[src/rtl/pwbe_pkg.sv]
// ----------------------------------------------------------------------------
// Pulse-width bit expander package
// Shared widths, register indexes, reset values, the packer result type and the run clamp.
// ----------------------------------------------------------------------------
package pwbe_pkg;

   // Widths of the item fields.
   localparam int unsigned PayloadWidth = 8;
   localparam int unsigned CountWidth   = 4;
   localparam int unsigned TotalWidth   = 16;
   localparam int unsigned RunWidth     = 4;
   localparam int unsigned SlotsPerByte = 8;

   // Configuration register indexes.
   localparam logic [1:0] REG_ONE_HIGH  = 2'd0;
   localparam logic [1:0] REG_ONE_LOW   = 2'd1;
   localparam logic [1:0] REG_ZERO_HIGH = 2'd2;
   localparam logic [1:0] REG_ZERO_LOW  = 2'd3;

   // Reset values of the run-length registers.
   localparam logic [RunWidth-1:0] ONE_HIGH_RESET  = 4'd2;
   localparam logic [RunWidth-1:0] ONE_LOW_RESET   = 4'd1;
   localparam logic [RunWidth-1:0] ZERO_HIGH_RESET = 4'd1;
   localparam logic [RunWidth-1:0] ZERO_LOW_RESET  = 4'd2;

   // Outcome of one pass through the slot packer.
   typedef struct packed {
      logic [3:0] take;        // slots appended in this pass, 1..8
      logic [7:0] merged;      // slot byte after appending
      logic [2:0] next_count;  // slots held afterwards (zero when full)
      logic       full;        // the byte now holds eight slots
   } pack_result_type;

   // A run length of zero counts as one, anything above eight as eight.
   function automatic logic [RunWidth-1:0] clamp_run(input logic [RunWidth-1:0] v);
      logic [RunWidth-1:0] r;
      if (v == 4'd0) begin
         r = 4'd1;
      end else if (v > 4'd8) begin
         r = 4'd8;
      end else begin
         r = v;
      end
      return r;
   endfunction

endpackage

[src/rtl/pwbe_slot_packer.sv]
// ----------------------------------------------------------------------------
// Slot packer
// Appends as much of the current run as fits into the partial slot byte.
// ----------------------------------------------------------------------------
module pwbe_slot_packer (
   input  logic [7:0]               pending_slots,
   input  logic [2:0]               pending_count,
   input  logic [3:0]               run_left,
   input  logic                     level,
   output pwbe_pkg::pack_result_type result
);

   logic [3:0] avail;
   logic [3:0] take;
   logic [3:0] fill;
   logic [7:0] mask;

   // Room left in the byte and the part of the run that fits.
   assign avail = 4'd8 - {1'b0, pending_count};
   assign take  = (run_left < avail) ? run_left : avail;
   assign fill  = {1'b0, pending_count} + take;

   // Set the slots from the current fill position up to the new fill level.
   assign mask = (8'hFF >> pending_count) & ~(8'hFF >> fill);

   always_comb begin
      result.take       = take;
      result.merged     = level ? (pending_slots | mask) : pending_slots;
      result.next_count = fill[2:0];
      result.full       = (fill == 4'd8);
   end

endmodule

[src/rtl/pulse_width_bit_expander.sv]
// ----------------------------------------------------------------------------
// Pulse-width bit expander
// Expands payload bits into runs of high and low slots, packed into bytes.
// ----------------------------------------------------------------------------
//  Channel | Direction | Contents
//  req     | in        | tdata: payload_byte[7:0], bit_count[11:8]; tlast: final_item
//  rsp     | out       | tdata: slot_byte[7:0], valid_slots[11:8], total_slots[27:12];
//          |           | tlast: frame_end
//  csr     | in        | write enable, register index, 4-bit run length
//
//  An item is loaded from ST_IDLE and then worked off by packer passes in ST_RUN:
//  each run needs one pass, or two when it crosses a byte boundary, so up to 32
//  passes for eight bits; the closing partial byte of a frame goes out from ST_FLUSH.
//  The shared slot packer handles one run fragment per cycle.
//  Every pass, and the closing byte, waits while the result register still
//  holds an item that the receiver has not taken.
//  Reset is synchronous and returns the run lengths to their defaults.
// ----------------------------------------------------------------------------
module pulse_width_bit_expander (
   input  logic        clock,
   input  logic        reset,
   // Configuration writes.
   input  logic        csr_wr_en,
   input  logic [1:0]  csr_index,
   input  logic [3:0]  csr_wdata,
   // Input items.
   input  logic        req_tvalid,
   output logic        req_tready,
   input  logic [15:0] req_tdata,   // payload_byte[7:0], bit_count[11:8], zero fill
   input  logic        req_tlast,   // final_item
   // Result items.
   output logic        rsp_tvalid,
   input  logic        rsp_tready,
   output logic [31:0] rsp_tdata,   // slot_byte[7:0], valid_slots[11:8],
                                    // total_slots[27:12], zero fill
   output logic        rsp_tlast    // frame_end
);

   typedef enum logic [2:0] {
      ST_IDLE  = 3'b001,
      ST_RUN   = 3'b010,
      ST_FLUSH = 3'b100
   } state_type;

   state_type   state_ff, state_in;

   logic [3:0]  one_high_ff, one_low_ff, zero_high_ff, zero_low_ff;

   logic [7:0]  bits_ff, bits_in;
   logic [3:0]  bits_left_ff, bits_left_in;
   logic        phase_high_ff, phase_high_in;
   logic [3:0]  run_left_ff, run_left_in;
   logic        final_ff, final_in;

   logic [7:0]  pending_ff, pending_in;
   logic [2:0]  count_ff, count_in;
   logic [15:0] total_ff, total_in;

   logic        rsp_valid_ff, rsp_valid_in;
   logic [7:0]  rsp_slot_ff, rsp_slot_in;
   logic [3:0]  rsp_count_ff, rsp_count_in;
   logic [15:0] rsp_total_ff, rsp_total_in;
   logic        rsp_last_ff, rsp_last_in;

   logic        req_accept;
   logic        out_free;
   logic [3:0]  req_bits;
   logic [3:0]  hi_first, lo_cur, hi_next;
   logic [3:0]  run_rem;
   logic [16:0] total_sum;
   logic [15:0] total_sat;
   logic        item_done;

   pwbe_pkg::pack_result_type pack;

   // Shared packing unit, one run fragment per cycle while the result register is free.
   pwbe_slot_packer u_packer (
      .pending_slots (pending_ff),
      .pending_count (count_ff),
      .run_left      (run_left_ff),
      .level         (phase_high_ff),
      .result        (pack)
   );

   assign req_tready = (state_ff == ST_IDLE);
   assign req_accept = req_tvalid && req_tready;
   assign out_free   = !rsp_valid_ff || rsp_tready;

   // Bit count above eight counts as eight.
   assign req_bits = (req_tdata[11:8] > 4'd8) ? 4'd8 : req_tdata[11:8];

   // Run lengths for the first bit of a new item, the current bit and the next.
   assign hi_first = req_tdata[7] ? pwbe_pkg::clamp_run(one_high_ff)
                                  : pwbe_pkg::clamp_run(zero_high_ff);
   assign lo_cur   = bits_ff[7] ? pwbe_pkg::clamp_run(one_low_ff)
                                : pwbe_pkg::clamp_run(zero_low_ff);
   assign hi_next  = bits_ff[6] ? pwbe_pkg::clamp_run(one_high_ff)
                                : pwbe_pkg::clamp_run(zero_high_ff);

   // Progress of the current pass.
   assign run_rem   = run_left_ff - pack.take;
   assign item_done = (run_rem == 4'd0) && !phase_high_ff && (bits_left_ff == 4'd1);
   assign total_sum = {1'b0, total_ff} + {13'd0, pack.take};
   assign total_sat = total_sum[16] ? 16'hFFFF : total_sum[15:0];

   // Sequencer and packing state.
   always_comb begin
      state_in      = state_ff;
      bits_in       = bits_ff;
      bits_left_in  = bits_left_ff;
      phase_high_in = phase_high_ff;
      run_left_in   = run_left_ff;
      final_in      = final_ff;
      pending_in    = pending_ff;
      count_in      = count_ff;
      total_in      = total_ff;
      rsp_valid_in  = rsp_valid_ff && !rsp_tready;
      rsp_slot_in   = rsp_slot_ff;
      rsp_count_in  = rsp_count_ff;
      rsp_total_in  = rsp_total_ff;
      rsp_last_in   = rsp_last_ff;

      case (state_ff)
         ST_IDLE: begin
            if (req_accept) begin
               bits_in       = req_tdata[7:0];
               bits_left_in  = req_bits;
               phase_high_in = 1'b1;
               run_left_in   = hi_first;
               final_in      = req_tlast;
               if (req_bits != 4'd0) begin
                  state_in = ST_RUN;
               end else if (req_tlast) begin
                  state_in = ST_FLUSH;
               end
            end
         end

         ST_RUN: begin
            if (out_free) begin
               total_in   = total_sat;
               pending_in = pack.full ? 8'd0 : pack.merged;
               count_in   = pack.next_count;

               // A full byte goes out; it closes the frame if nothing follows.
               if (pack.full) begin
                  rsp_valid_in = 1'b1;
                  rsp_slot_in  = pack.merged;
                  rsp_count_in = 4'd8;
                  rsp_total_in = total_sat;
                  rsp_last_in  = final_ff && item_done;
               end

               // Step through the runs and the bits.
               if (run_rem != 4'd0) begin
                  run_left_in = run_rem;
               end else if (phase_high_ff) begin
                  phase_high_in = 1'b0;
                  run_left_in   = lo_cur;
               end else if (bits_left_ff != 4'd1) begin
                  bits_in       = {bits_ff[6:0], 1'b0};
                  bits_left_in  = bits_left_ff - 4'd1;
                  phase_high_in = 1'b1;
                  run_left_in   = hi_next;
               end else if (final_ff && pack.full) begin
                  pending_in = 8'd0;
                  count_in   = 3'd0;
                  total_in   = 16'd0;
                  state_in   = ST_IDLE;
               end else if (final_ff) begin
                  state_in = ST_FLUSH;
               end else begin
                  state_in = ST_IDLE;
               end
            end
         end

         ST_FLUSH: begin
            // Close the frame with the partial byte, possibly empty.
            if (out_free) begin
               rsp_valid_in = 1'b1;
               rsp_slot_in  = pending_ff;
               rsp_count_in = {1'b0, count_ff};
               rsp_total_in = total_ff;
               rsp_last_in  = 1'b1;
               pending_in   = 8'd0;
               count_in     = 3'd0;
               total_in     = 16'd0;
               state_in     = ST_IDLE;
            end
         end

         default: begin
            state_in = ST_IDLE;
         end
      endcase
   end

   // Control and frame state.
   always_ff @(posedge clock) begin
      if (reset) begin
         state_ff     <= ST_IDLE;
         rsp_valid_ff <= 1'b0;
         pending_ff   <= 8'd0;
         count_ff     <= 3'd0;
         total_ff     <= 16'd0;
      end else begin
         state_ff     <= state_in;
         rsp_valid_ff <= rsp_valid_in;
         pending_ff   <= pending_in;
         count_ff     <= count_in;
         total_ff     <= total_in;
      end
   end

   // Item payload and result register.
   always_ff @(posedge clock) begin
      bits_ff       <= bits_in;
      bits_left_ff  <= bits_left_in;
      phase_high_ff <= phase_high_in;
      run_left_ff   <= run_left_in;
      final_ff      <= final_in;
      rsp_slot_ff   <= rsp_slot_in;
      rsp_count_ff  <= rsp_count_in;
      rsp_total_ff  <= rsp_total_in;
      rsp_last_ff   <= rsp_last_in;
   end

   // Run-length registers.
   always_ff @(posedge clock) begin
      if (reset) begin
         one_high_ff  <= pwbe_pkg::ONE_HIGH_RESET;
         one_low_ff   <= pwbe_pkg::ONE_LOW_RESET;
         zero_high_ff <= pwbe_pkg::ZERO_HIGH_RESET;
         zero_low_ff  <= pwbe_pkg::ZERO_LOW_RESET;
      end else if (csr_wr_en) begin
         case (csr_index)
            pwbe_pkg::REG_ONE_HIGH:  one_high_ff  <= csr_wdata;
            pwbe_pkg::REG_ONE_LOW:   one_low_ff   <= csr_wdata;
            pwbe_pkg::REG_ZERO_HIGH: zero_high_ff <= csr_wdata;
            pwbe_pkg::REG_ZERO_LOW:  zero_low_ff  <= csr_wdata;
            default: begin
            end
         endcase
      end
   end

   assign rsp_tvalid = rsp_valid_ff;
   assign rsp_tdata  = {4'd0, rsp_total_ff, rsp_count_ff, rsp_slot_ff};
   assign rsp_tlast  = rsp_last_ff;

endmodule

[config.mk]
export PLATFORM = sky130hd
export DESIGN_NAME = pulse_width_bit_expander
export DESIGN_NICKNAME = d
export VERILOG_FILES = /design/src/rtl/pwbe_pkg.sv /design/src/rtl/pwbe_slot_packer.sv /design/src/rtl/pulse_width_bit_expander.sv
export SDC_FILE = /design/constraint.sdc
export NUM_CORES = 1
export LEC_CHECK = 0
export ABC_CLOCK_PERIOD_IN_PS = 4900
export BUFFER_PORTS_ARGS = -buffer_cell sky130_fd_sc_hd__clkbuf_2
export CORE_ASPECT_RATIO = 2
export CORE_MARGIN = 1
export CORE_UTILIZATION = 45
export DETAILED_ROUTE_END_ITERATION = 7
export GPL_ROUTABILITY_DRIVEN = 0
export PLACE_DENSITY_LB_ADDON = 0.1
export SLEW_MARGIN = 20
export SYNTH_ARGS = -nofsm -noshare
export SYNTH_HDL_FRONTEND = slang
export SYNTH_SLANG_ARGS = --single-unit
[constraint.sdc]
create_clock -name clock -period 4.9 [get_ports clock]
set_clock_uncertainty 0.05 [all_clocks]
set_input_delay 0.735 -clock clock [delete_from_list [all_inputs] [get_ports clock]]
set_output_delay 0.735 -clock clock [all_outputs]
set_load 0.05 [all_outputs]
* Word level (Yosys, flattened, before mapping)
Cells that the tools add are included. W data, S select, Z words.
Storage, ports and cells: logic and storage cells 176, bits of input ports 28, flip-flop bits (word level) 94
Cells by class: equality and inequality tests 19, add/subtract/negate cells 5, reduce and logical (&&, ||, !) cells 31, mux-type cells 92, shifts and indexed selects 2, bitwise gates (word level) 3, $lt $le $gt $ge 6
Operators with widths (count):
- $mux W16 | 10
- $mux W8 | 16
- $mux W4 | 26
- $pmux W16 S2 | 2
- $mux W3 | 16
- $pmux W8 S2 | 3
- $pmux W4 S2 | 3
- $gt A4 B4 Y1 const B | 5
- $logic_not A4 Y1 | 5
- $add A16 B4 Y17 | 1
- $ne A2 B2 Y1 const B | 7
- $reduce_and A4 Y1 | 3
- $mux W1 | 11
- $reduce_and A2 Y1 | 5
- $pmux W3 S3 | 1
- $and A8 B8 Y8 | 1
- $not A8 Y8 | 1
- $or A8 B8 Y8 | 1
- $reduce_bool A4 Y1 | 2
- $shr A8 B3 Y8 const A | 1
- $shr A8 B4 Y8 const A | 1
- $reduce_and A7 Y1 | 1
- $logic_and A1 B1 Y1 | 6
- $pmux W1 S2 | 3
- 23 further kinds | 27

* Longest topological paths before layout
Gate-level depths: netlist of run 1.
depth after elaboration 16, mapped depth 20

* By module
From an unflattened synthesis of run 1, not the netlist that was laid out.
Second synthesis, totals: cell total of the unflattened synthesis 598, area total of the unflattened synthesis 5502.8 µm²
By module, submodules not included:
- pulse_width_bit_expander | times used 1, sequential area each 2352.3 µm², area an instance 4894.7 µm², cells an instance 522
- pwbe_slot_packer | times used 1, sequential area each 0.0 µm², area an instance 608.1 µm², cells an instance 76

* Worst setup path after synthesis of run 1
Ideal clock, no wire load.
kind reg2reg, start reg count_ff[1], end reg pending_ff[1], buffers on the path 1, stages on the path, launching flop included 19, library setup time 0.117 ns, slack 0.331 ns, arrival time 4.402 ns, cell sequence dfxtp_1 -> inv_1 -> ha_1 -> ha_1 -> inv_1 -> ha_1 -> a21o_1 -> a21oi_1 -> nand2_1 -> o21ai_0 -> ha_1 -> inv_1 -> fa_1 -> xor2_1 -> and4b_1 -> o21a_1 -> or2_2 -> buf_2 -> nor2_1
Between the ends: longest elaborated chain between the ends 16, elaborated cells on any way between the ends 21, those cells by class add/sub: 3; order compare: 1; eq/ne: 1; shift: 2; mux: 9; bitwise: 3; reduce/logical: 2
Ends and longest elaborated chain:
- from (decl) | line pulse_width_bit_expander.sv:56 | logic [2:0] count_ff, count_in;
- from (signal assigned) | line pulse_width_bit_expander.sv:211 | count_ff <= count_in;
- $sub A4 B3 Y4 | line pwbe_slot_packer.sv:19 | assign avail = 4'd8 - {1'b0, pending_count};
- $lt A4 B4 Y1 | line pwbe_slot_packer.sv:20 | assign take = (run_left < avail) ? run_left : avail;
- $mux W4 | line pwbe_slot_packer.sv:20
- $add A3 B4 Y4 | line pwbe_slot_packer.sv:21 | assign fill = {1'b0, pending_count} + take;
- $shr A8 B4 Y8 | line pwbe_slot_packer.sv:24 | assign mask = (8'hFF >> pending_count) & ~(8'hFF >> fill);
- $not A8 Y8 | line pwbe_slot_packer.sv:24
- $and A8 B8 Y8 | line pwbe_slot_packer.sv:24
- $or A8 B8 Y8 | line pwbe_slot_packer.sv:28 | result.merged = level ? (pending_slots | mask) : pending_slots;
- $mux W8 | line pwbe_slot_packer.sv:28
- $mux W8 | line pulse_width_bit_expander.sv:142 | pending_in = pack.full ? 8'd0 : pack.merged;
- $mux W8 | line pulse_width_bit_expander.sv:165 | end else if (final_ff && pack.full) begin
- $mux W8 | line pulse_width_bit_expander.sv:160 | end else if (bits_left_ff != 4'd1) begin
- $mux W8 | line pulse_width_bit_expander.sv:157 | end else if (phase_high_ff) begin
- $mux W8 (*) | line pulse_width_bit_expander.sv:155 | if (run_rem != 4'd0) begin
- $mux W8 (*) | line pulse_width_bit_expander.sv:140 | if (out_free) begin
- $pmux W8 S2 (*) | line pulse_width_bit_expander.sv:123 | case (state_ff)
- to (signal assigned) | line pulse_width_bit_expander.sv:210 | pending_ff <= pending_in;
- to (decl) | line pulse_width_bit_expander.sv:55 | logic [7:0] pending_ff, pending_in;
Every way passes the cells marked *; elsewhere a longest branch is shown, timed or not. The select of a mux whose other input is x is not followed. A chain may end at the register's enable or synchronous reset.

* Final worst setup path of run 1
start reg count_ff[1], end reg total_ff[15]
Between the ends: longest elaborated chain between the ends 12, elaborated cells on any way between the ends 16, those cells by class add/sub: 4; order compare: 1; eq/ne: 1; mux: 8; reduce/logical: 2
Ends and longest elaborated chain:
- branches (longest 9 deep; another with $add A16 B4 Y17)
- $mux W16 (*) | line pulse_width_bit_expander.sv:155
- $mux W16 (*) | line pulse_width_bit_expander.sv:140
- $pmux W16 S2 (*) | line pulse_width_bit_expander.sv:123
- to (signal assigned) | line pulse_width_bit_expander.sv:212 | total_ff <= total_in;
- to (decl) | line pulse_width_bit_expander.sv:57 | logic [15:0] total_ff, total_in;
Mark *: on every way between the ends. The select of a mux whose other input is x is not followed.

==> flow_summary.toml, run 1 <==
[status]
status = "completed"

[clock_network]
holdBufCountCts = 0
cts_setup_buffers = 0
h-tree-depth = 3
cts.clk_slew.worst_paths_ns = 0.07
clockBufferDepth = 2
numCtsBuffers = 9
clk-insertion-delay-late_ns = 0.35
clkSinkCount = 94
cts_root_buf = "clkbuf_16"
cts_tree = "yes"
cts_resized = 0

[critical_path]
crit_top_cell = "ha_1"
worstSetupEndpointType = "flop"
path_delay_family = "adder cells"
slowest_delay_ns = 0.59
cp_cell_sequence = "inv_1 > ha_1 > ha_1 > inv_1 > ha_1 > a21o_1 > a21oi_1 > nor2_1 > a21oi_1 > fa_1 > nor2b_1 > and4b_1 > nand4_1 > nand3_2 > o311ai_0"
crit_arrival_ns = 4.67
path_buf_inv = 2
path_class = "flop to flop"
rrSetupSlack_ns = 0.42
cpMaxStageDelayCell = "fa_1"
crit_path_max_fanout = 14
crit_path_start_kind = "flop"
required_ns = 5.09

[sta]
setup-tns-final_ns = 0
fin_crit_ns = 4.484
max_freq_mhz = 223.0
holdWs_ns = 0.4240
rsz0062_at_grt = "false"
drv_slew = 0
setup_viol = 0
min_period_over_period = 0.9150
tightest_slew_ns = 0.9329
hold_viol = 0
setup_ws_ns = 0.4164
relSlewSlack = 0.3758

[grt]
grt_pass1_vias = 4283
grt_pass1_wl_um = 20100
grt_usage = 0.2186
grt_max_degree = 30
overflow = 0
antenna_found_initial = 0

[logic_synthesis]
synthArstFlopShare = 0
yosys_warnings = 0
synth_area_mm2 = 0.005156
synth.top_cell.area_share = 0.2737
synth_edf_count = 47
synth_ff_type = "edfxtp_1"
synthTopCellsByArea = "edfxtp_1 (27%), dfxtp_1 (18%), ha_1 (5.3%), nor2_1 (5.3%), nand2_1 (4.9%)"
synth_cell_types = 61
ys_ff_latch = 94
synth_simple_gate_area_frac = 0.2104
synthXorXnorAreaFrac = 0.01189
synth-adder-area-share = 0.06503
synthCells = 570
avgSynthCellArea_um2 = 9.046
synth_top_family_by_area = "simple AND/OR/NAND/NOR gates"
synth_compound_area_frac = 0.1757
synth_mux_area_frac = 0.02791
yosysSeqAreaShare = 0.4562
yosysTopAreaCell = "edfxtp_1"

[routing]
detail-route-antenna-nets = 0
drt_iter0_markers = 175
avgViaCountPerCell = 5.602
vias = 4297
drt_wl_total_um = 12400
drcViolationCount = 0
drt_first_pass_iters = 4
wire_per_inst_um = 16.16

[flow_run]
cap_violations = 0

[cells_and_area]
num_antenna_cells = 0
fin_nets = 673
drive_gt1_frac = 0.1584
mostFrequentLayoutCells = "nor2_1 (72), nand2_1 (67), clkbuf_2 (54)"
final_common_cell = "nor2_1"
final_core_util = 0.5266
num-fill-cells = 1054
syn_to_final_growth_pct = 14.56

[placed_design]
pre_cts_ws_ns = 0.4441
hpwlAfterDp_um = 9370
io_buffers = 54

[die]
dieArea_mm2 = 0.01192
rows = 55
die_y_um = 153.4
ios = 63
start_util = 0.4597
core_area_mm2 = 0.01122
die_w_um = 77.69

[power_and_ir_drop]
switchingPower_uw = 1184
seqPwrFrac = 0.353
internal-power_uw = 1912
comb_power_share = 0.414
p_leak_uw = 0.002404
irDropWorstVdd_mv = 0.2141
power.share.clock = 0.234
powerDensity_mw_per_mm2 = 524.2
switching_share = 0.3825

[min_path]
hold_path.class = "flop to flop"
final cells by class:
class / instances / area [um2] / area share
clock buffers: 10 / 239.0 / 0.04046
clock inverters: 6 / 70.07 / 0.01186
inverters: 29 / 108.9 / 0.01843
multi-input cells: 415 / 2549 / 0.4315
flip-flops and latches: 94 / 2352 / 0.3982
well taps: 142 / 177.7 / 0.03008
repair buffers: 71 / 410.4 / 0.06948
metal layers:
metal | vias to the layer above | share of wire | global-route usage
li1 | 2120 | - | -
met1 | 2026 | 0.35 | 0.2011
met2 | 112 | 0.58 | 0.4248
met3 | 39 | 0.029 | 0.03701
met4 | 0 | 0.049 | 0.1393
met5 | - | 0 | 0
worst paths after layout:
| path | end | depth (start not counted) | start |
|---|---|---|---|
| setup reg to reg | total_ff[15] | 15 | count_ff[1] |
| hold reg to reg | zero_high_ff[0] | 1 | zero_high_ff[0] |
| hold / removal | zero_high_ff[0] | 1 | zero_high_ff[0] |
| setup / recovery | total_ff[15] | 15 | count_ff[1] |
power by group through the flow:
stage / registers (uW) / logic (uW) / clock network [uW]
finish: 1090 / 1280 / 724
global route: 1100 / 1430 / 771
CTS: 1090 / 1290 / 741
detailed placement: 1110 / 1280 / 0
global placement: 1100 / 1250 / 0
floorplan: 1110 / 918 / 0
registers in the layout, summed over array words and instances, names as in the netlist, 3 cells and up:
signal / count
zero_high_ff: 4
count_ff: 3
pending_ff: 8
rsp_count_ff: 4
zero_low_ff: 4
one_low_ff: 4
total_ff: 16
bits_ff: 8
rsp_slot_ff: 8
bits_left_ff: 4
rsp_total_ff: 16
run_left_ff: 4
state_ff: 3
one_high_ff: 4
Yosys cell counts, types with 15 or more instances:
cell type	count
nor2_1	73
nand3_1	17
a21oi_1	35
a31oi_1	15
dfxtp_1	47
o21ai_0	26
inv_1	29
edfxtp_1	47
ha_1	22
clkbuf_1	22
nand2_1	67
logic make-up after synthesis:
logic type                 after synthesis
buffers and inverters                   64
DFF                                     94
other                                    1
and+or+nand+nor                        227
adders and majority gates               25
AOI/OAI and AO/OA                      138
muxes                                   14
xor gates and xnor gates                 7
worst register-to-register path, cell delays in order (launching register included):
cell      delay (ns)
dfxtp_1         0.43
inv_1           0.09
ha_1            0.20
ha_1            0.28
inv_1           0.05
ha_1            0.27
a21o_1          0.16
a21oi_1         0.26
nor2_1          0.10
a21oi_1         0.50
fa_1            0.60
nor2b_1         0.19
and4b_1         0.29
nand4_1         0.18
nand3_2         0.32
o311ai_0        0.41
metrics by stage:
step | cell area [um2] | power (uW) | instances
6_report | 5907 | 3096 | 767
5_1_grt | 5907 | 3311 | 767
4_1_cts | 5907 | 3122 | 767
3_5_place_dp | 5598 | 2387 | 751
3_3_place_gp | 5595 | 2350 | 751
2_1_floorplan | 5167 | 2030 | 573
No activity file was read; power rests on OpenSTA's default activity.
==> inputs of run 2 (changes only) <==
Settings changed: CORE_ASPECT_RATIO 2 to unset.
==> flow_summary.toml, run 2 (same netlist as run 1, synthesis figures left out) <==
[grt]
overflow = 0
grt_usage = 0.2025
grt_max_degree = 30
antenna_found_initial = 0
grt_pass1_wl_um = 18720
grt_pass1_vias = 3994

[placed_design]
hpwlAfterDp_um = 8028
dp.cells = 746
io_buffers = 54
pre_cts_ws_ns = 0.2956

[clock_network]
cts_tree = "yes"
clkSinkCount = 94
holdBufCountCts = 0
cts_root_buf = "clkbuf_16"
clockBufferDepth = 2
cts_resized = 0
numCtsBuffers = 9
cts_setup_buffers = 0
clk-insertion-delay-late_ns = 0.35
h-tree-depth = 3
cts.clk_slew.worst_paths_ns = 0.06

[cells_and_area]
regArea_mm2 = 0.002352
fin_nets = 670
drive_gt1_frac = 0.1495
mostFrequentLayoutCells = "nor2_1 (72), nand2_1 (67), clkbuf_2 (54)"
stdcell_count = 762
multi_input_area_mm2 = 0.002549
num_antenna_cells = 0
num-fill-cells = 1015
final_common_cell = "nor2_1"
syn_to_final_growth_pct = 14.07
largestRegisters = "rsp_total_ff: 16 flops, total_ff: 16 flops"

[critical_path]
path_delay_family = "adder cells"
crit_path_max_fanout = 8
rr_startpoint = "count_ff[1]"
crit_path_start_kind = "flop"
cp_cell_sequence = "inv_1 > ha_1 > ha_1 > inv_1 > ha_1 > a21o_1 > a21oi_1 > buf_4 > o21ai_0 > ha_1 > inv_1 > fa_1 > nor2b_1 > and4b_1 > o21a_1 > buf_4"
crit_arrival_ns = 4.60
path_class = "flop to flop"
required_ns = 4.89
crit_top_cell = "ha_1"
worstSetupEndpointType = "flop"
reg2regPathDepth = 16
cpMaxStageDelayCell = "fa_1"
slowest_delay_ns = 0.55
path_buf_inv = 5
reg2reg_to = "rsp_count_ff[3]"
rrSetupSlack_ns = 0.30

[sta]
setup_viol = 0
max_freq_mhz = 217.2
fin_crit_ns = 4.604
tightest_slew_ns = 0.8227
drv_slew = 0
hold_viol = 0
rsz0062_at_grt = "false"
setup-tns-final_ns = 0
setup_ws_ns = 0.2962
min_period_over_period = 0.9395
relSlewSlack = 0.4485

[die]
dieArea_mm2 = 0.01189
ios = 63
core_area_mm2 = 0.01098
start_util = 0.4695
rows = 38
die_y_um = 109.0
die_w_um = 109.0

[routing]
detail-route-antenna-nets = 0
wire_per_inst_um = 14.63
drt_wl_total_um = 11150
avgViaCountPerCell = 5.487
drt_iter0_markers = 195
vias = 4181
drt_first_pass_iters = 4
drcViolationCount = 0

[power_and_ir_drop]
p_leak_uw = 0.002395
powerDensity_mw_per_mm2 = 522.2
irDropWorstVdd_mv = 0.2566

[min_path]
hold_depth = 1
holdPathEnd = "one_low_ff[0]"
hold_path.class = "flop to flop"
min-delay-start = "one_low_ff[0]"

[flow_run]
cap_violations = 0

[status]
status = "completed"
## run 2: through the flow
stage / power (uW) / util / instance area (um2) / hold slack [ns]
after global placement: 2305 / 0.5072 / 5570 / 0.3998
after floorplan: 2030 / - / 5167 / 0.3860
after CTS: 3083 / 0.5355 / 5882 / 0.4216
after global routing: 3275 / 0.5355 / 5882 / 0.4495
final: 3072 / 0.5355 / 5882 / 0.4208
after detailed placement: 2340 / 0.5074 / 5573 / 0.4062
## run 2: how the worst max path moves through the flow
stage,from,endpoint,depth (start not counted)
floorplan,count_ff[1],pending_ff[1],18
global placement,count_ff[1],rsp_total_ff[7],16
detailed placement,count_ff[1],rsp_total_ff[7],16
CTS,count_ff[1],rsp_count_ff[3],16
global route,count_ff[1],rsp_count_ff[3],16
finish,count_ff[1],rsp_count_ff[3],16
## run 2: where the power goes
part           total (uW)  switching (uW)  internal [uW]
clock                 739             292            447
sequential           1090            91.9            997
combinational        1240             743            501
## run 2: cell type report
class	count	area share
Inverter	29	0.01851
Clock inverter	4	0.01234
Multi-Input combinational cell	415	0.4333
Tap cell	140	0.02978
Clock buffer	12	0.04020
Timing Repair Buffer	68	0.06594
Sequential cell	94	0.3999
## run 2: per-layer routing
metal  wire length [um]  vias up  track usage
li1                   -     2127            -
met1               5261     1948       0.2659
met2               5219       91       0.3275
met3                474       15      0.03646
met4                194        0      0.08301
met5                  0        -            0
## run 2: worst reg2reg max path: stages (launching register included)
cell,delay (ns)
dfxtp_1,0.42
inv_1,0.16
ha_1,0.22
ha_1,0.28
inv_1,0.06
ha_1,0.27
a21o_1,0.10
a21oi_1,0.06
buf_4,0.15
o21ai_0,0.41
ha_1,0.26
inv_1,0.06
fa_1,0.55
nor2b_1,0.22
and4b_1,0.36
o21a_1,0.41
buf_4,0.26
==> inputs of run 3 (changes only) <==
Settings changed: ABC_AREA set to 1, CAP_MARGIN set to 25.
==> flow_summary.toml, run 3 <==
[die]
rows = 39
die_w_um = 112
start_util = 0.4689
ios = 63
dieArea_mm2 = 0.01254
core_area_mm2 = 0.01161
die_y_um = 112

[critical_path]
rrSetupSlack_ns = 0.45
crit_path_max_fanout = 29
path_class = "flop to flop"
slowest_delay_ns = 0.51
cp_cell_sequence = "inv_1 > ha_1 > inv_1 > ha_1 > a21boi_0 > o211ai_1 > nand2_1 > o21ai_0 > ha_1 > inv_1 > fa_1 > inv_1 > nor2_1 > nand2_4 > nor2_4 > inv_4 > nand2_1 > inv_1 > nor2_2 > buf_4"
crit_arrival_ns = 4.42
worstSetupEndpointType = "flop"
crit_path_start_kind = "flop"
required_ns = 4.86
cpMaxStageDelayCell = "fa_1"
crit_top_cell = "inv_1"

[sta]
min_period_over_period = 0.9090
setup-tns-final_ns = 0
setup_viol = 0
hold_viol = 0
tightest_slew_ns = 0.6869
fin_crit_ns = 4.454
max_freq_mhz = 224.5
holdWs_ns = 0.4018
rsz0062_at_grt = "false"
drv_slew = 0
relSlewSlack = 0.5416

[cells_and_area]
largestRegisters = "rsp_total_ff: 16 flops, total_ff: 16 flops"
fin_nets = 793
syn_to_final_growth_pct = 12.39
drive_gt1_frac = 0.1584
final_common_cell = "nand2_1"
num_antenna_cells = 0
num-fill-cells = 1144
mostFrequentLayoutCells = "nand2_1 (142), inv_1 (96), nor2_1 (70)"

[clock_network]
h-tree-depth = 3
clk-insertion-delay-late_ns = 0.35
cts_root_buf = "clkbuf_16"
holdBufCountCts = 0
cts.clk_slew.worst_paths_ns = 0.07
clkSinkCount = 94
cts_resized = 0
cts_setup_buffers = 0
numCtsBuffers = 9
clockBufferDepth = 2
cts_tree = "yes"

[status]
violations = "DRC"
status = "finished with violations"

[power_and_ir_drop]
irDropWorstVdd_mv = 0.3189
powerDensity_mw_per_mm2 = 628.9
p_leak_uw = 0.002715

[logic_synthesis]
yosysMostFrequentCell = "nand2_1"
synth_edf_count = 47
yosysTopAreaCell = "edfxtp_1"
synth_cell_types = 48
synthArstFlopShare = 0
avgSynthCellArea_um2 = 7.869
synth_ff_type = "edfxtp_1"
yosys_warnings = 0
synth.top_cell.area_share = 0.2592
yosysSeqAreaShare = 0.4320
synthCells = 692
synth_area_mm2 = 0.005445
ys_ff_latch = 94
synthTopCellsByArea = "edfxtp_1 (26%), dfxtp_1 (17%), nand2_1 (9.8%), inv_1 (6.6%), nand3_1 (5.3%)"
netlist_top_cells_count = "nand2_1 (142), inv_1 (96), nor2_1 (71)"

[placed_design]
hpwlAfterDp_um = 8481
io_buffers = 54

[routing]
drcViolationCount = 2
drt_iter0_markers = 242
drt_wl_total_um = 11530
vias = 4534
avgViaCountPerCell = 5.106
drt_first_pass_iters = 7
wire_per_inst_um = 12.98
detail-route-antenna-nets = 0

[grt]
grt_pass1_vias = 4239
antenna_found_initial = 0
grt_max_degree = 34
grt_usage = 0.1982
overflow = 0
grt_pass1_wl_um = 19790

[min_path]
hold_path.class = "flop to flop"

[flow_run]
cap_violations = 0
==> run 3: critical path, delay by kind of cell, from the launching register on <==
family	cells	cell delay, ns
flip-flops	1	0.39
buffers and inverters	7	0.86
AO/OA/AOI/OAI	3	0.69
adder cells (fa/ha/maj)	4	1.34
AND/OR/NAND/NOR	6	0.77
==> run 3: power breakdown <==
| group | switching [uW] | total [uW] | internal [uW] | leakage [uW] |
|---|---|---|---|---|
| registers | 95.1 | 1160 | 1070 | 0.000814 |
| clock network | 299 | 758 | 459 | 0.000156 |
| logic | 1280 | 1930 | 651 | 0.00175 |
==> run 3: cells by family (layout without fill, tap and decap cells) <==
| logic type | count (synthesis) | in the layout | synth area share |
|---|---|---|---|
| AND/OR/NAND/NOR | 315 | 315 | 0.2606 |
| buffers and inverters | 125 | 175 | 0.09490 |
| XOR/XNOR | 7 | 7 | 0.01126 |
| AO/OA/AOI/OAI | 125 | 125 | 0.1390 |
| other | 1 | 4 | 0.0006887 |
| adder cells (fa/ha/maj) | 25 | 25 | 0.06158 |
| flip-flops | 94 | 94 | 0.4320 |
==> run 3: cell type report <==
class                           instances  area (um2)  share of cell area
Clock inverter                          6       85.08             0.01390
Clock buffer                           10       239.0             0.03905
Sequential cell                        94        2352              0.3844
Inverter                              103       389.1             0.06359
Tap cell                              143       178.9             0.02924
Timing Repair Buffer                   56       285.3             0.04662
Multi-Input combinational cell        476        2590              0.4232
==> run 3: worst paths after layout <==
check           startpoint               to  depth (start not counted)
min          pending_ff[5]    pending_ff[5]                          2
max reg2reg    count_ff[1]  rsp_total_ff[2]                         20
max            count_ff[1]  rsp_total_ff[2]                         20
min reg2reg  pending_ff[5]    pending_ff[5]                          2
==> run 3: through the flow <==
stage	std cells	instance area (um2)	total power [uW]	utilization	worst slack (ns)
after floorplan	695	5456	2713	-	0.06221
after global placement	872	5796	3082	0.4990	0.4932
after detailed placement	872	5796	3137	0.4990	0.3830
after CTS	888	6120	3899	0.5269	0.3650
after global routing	888	6120	4205	0.5269	0.04801
final	888	6120	3849	0.5269	0.4458
==> run 3: per-layer routing <==
| layer | vias up | part of all wire | routed length [um] | track usage |
|---|---|---|---|---|
| met5 | - | 0 | 0 | 0 |
| met1 | 2072 | 0.47 | 5387 | 0.2500 |
| met4 | 0 | 0.020 | 235 | 0.08533 |
| met2 | 83 | 0.47 | 5429 | 0.3325 |
| li1 | 2362 | - | - | - |
| met3 | 17 | 0.041 | 477 | 0.03702 |
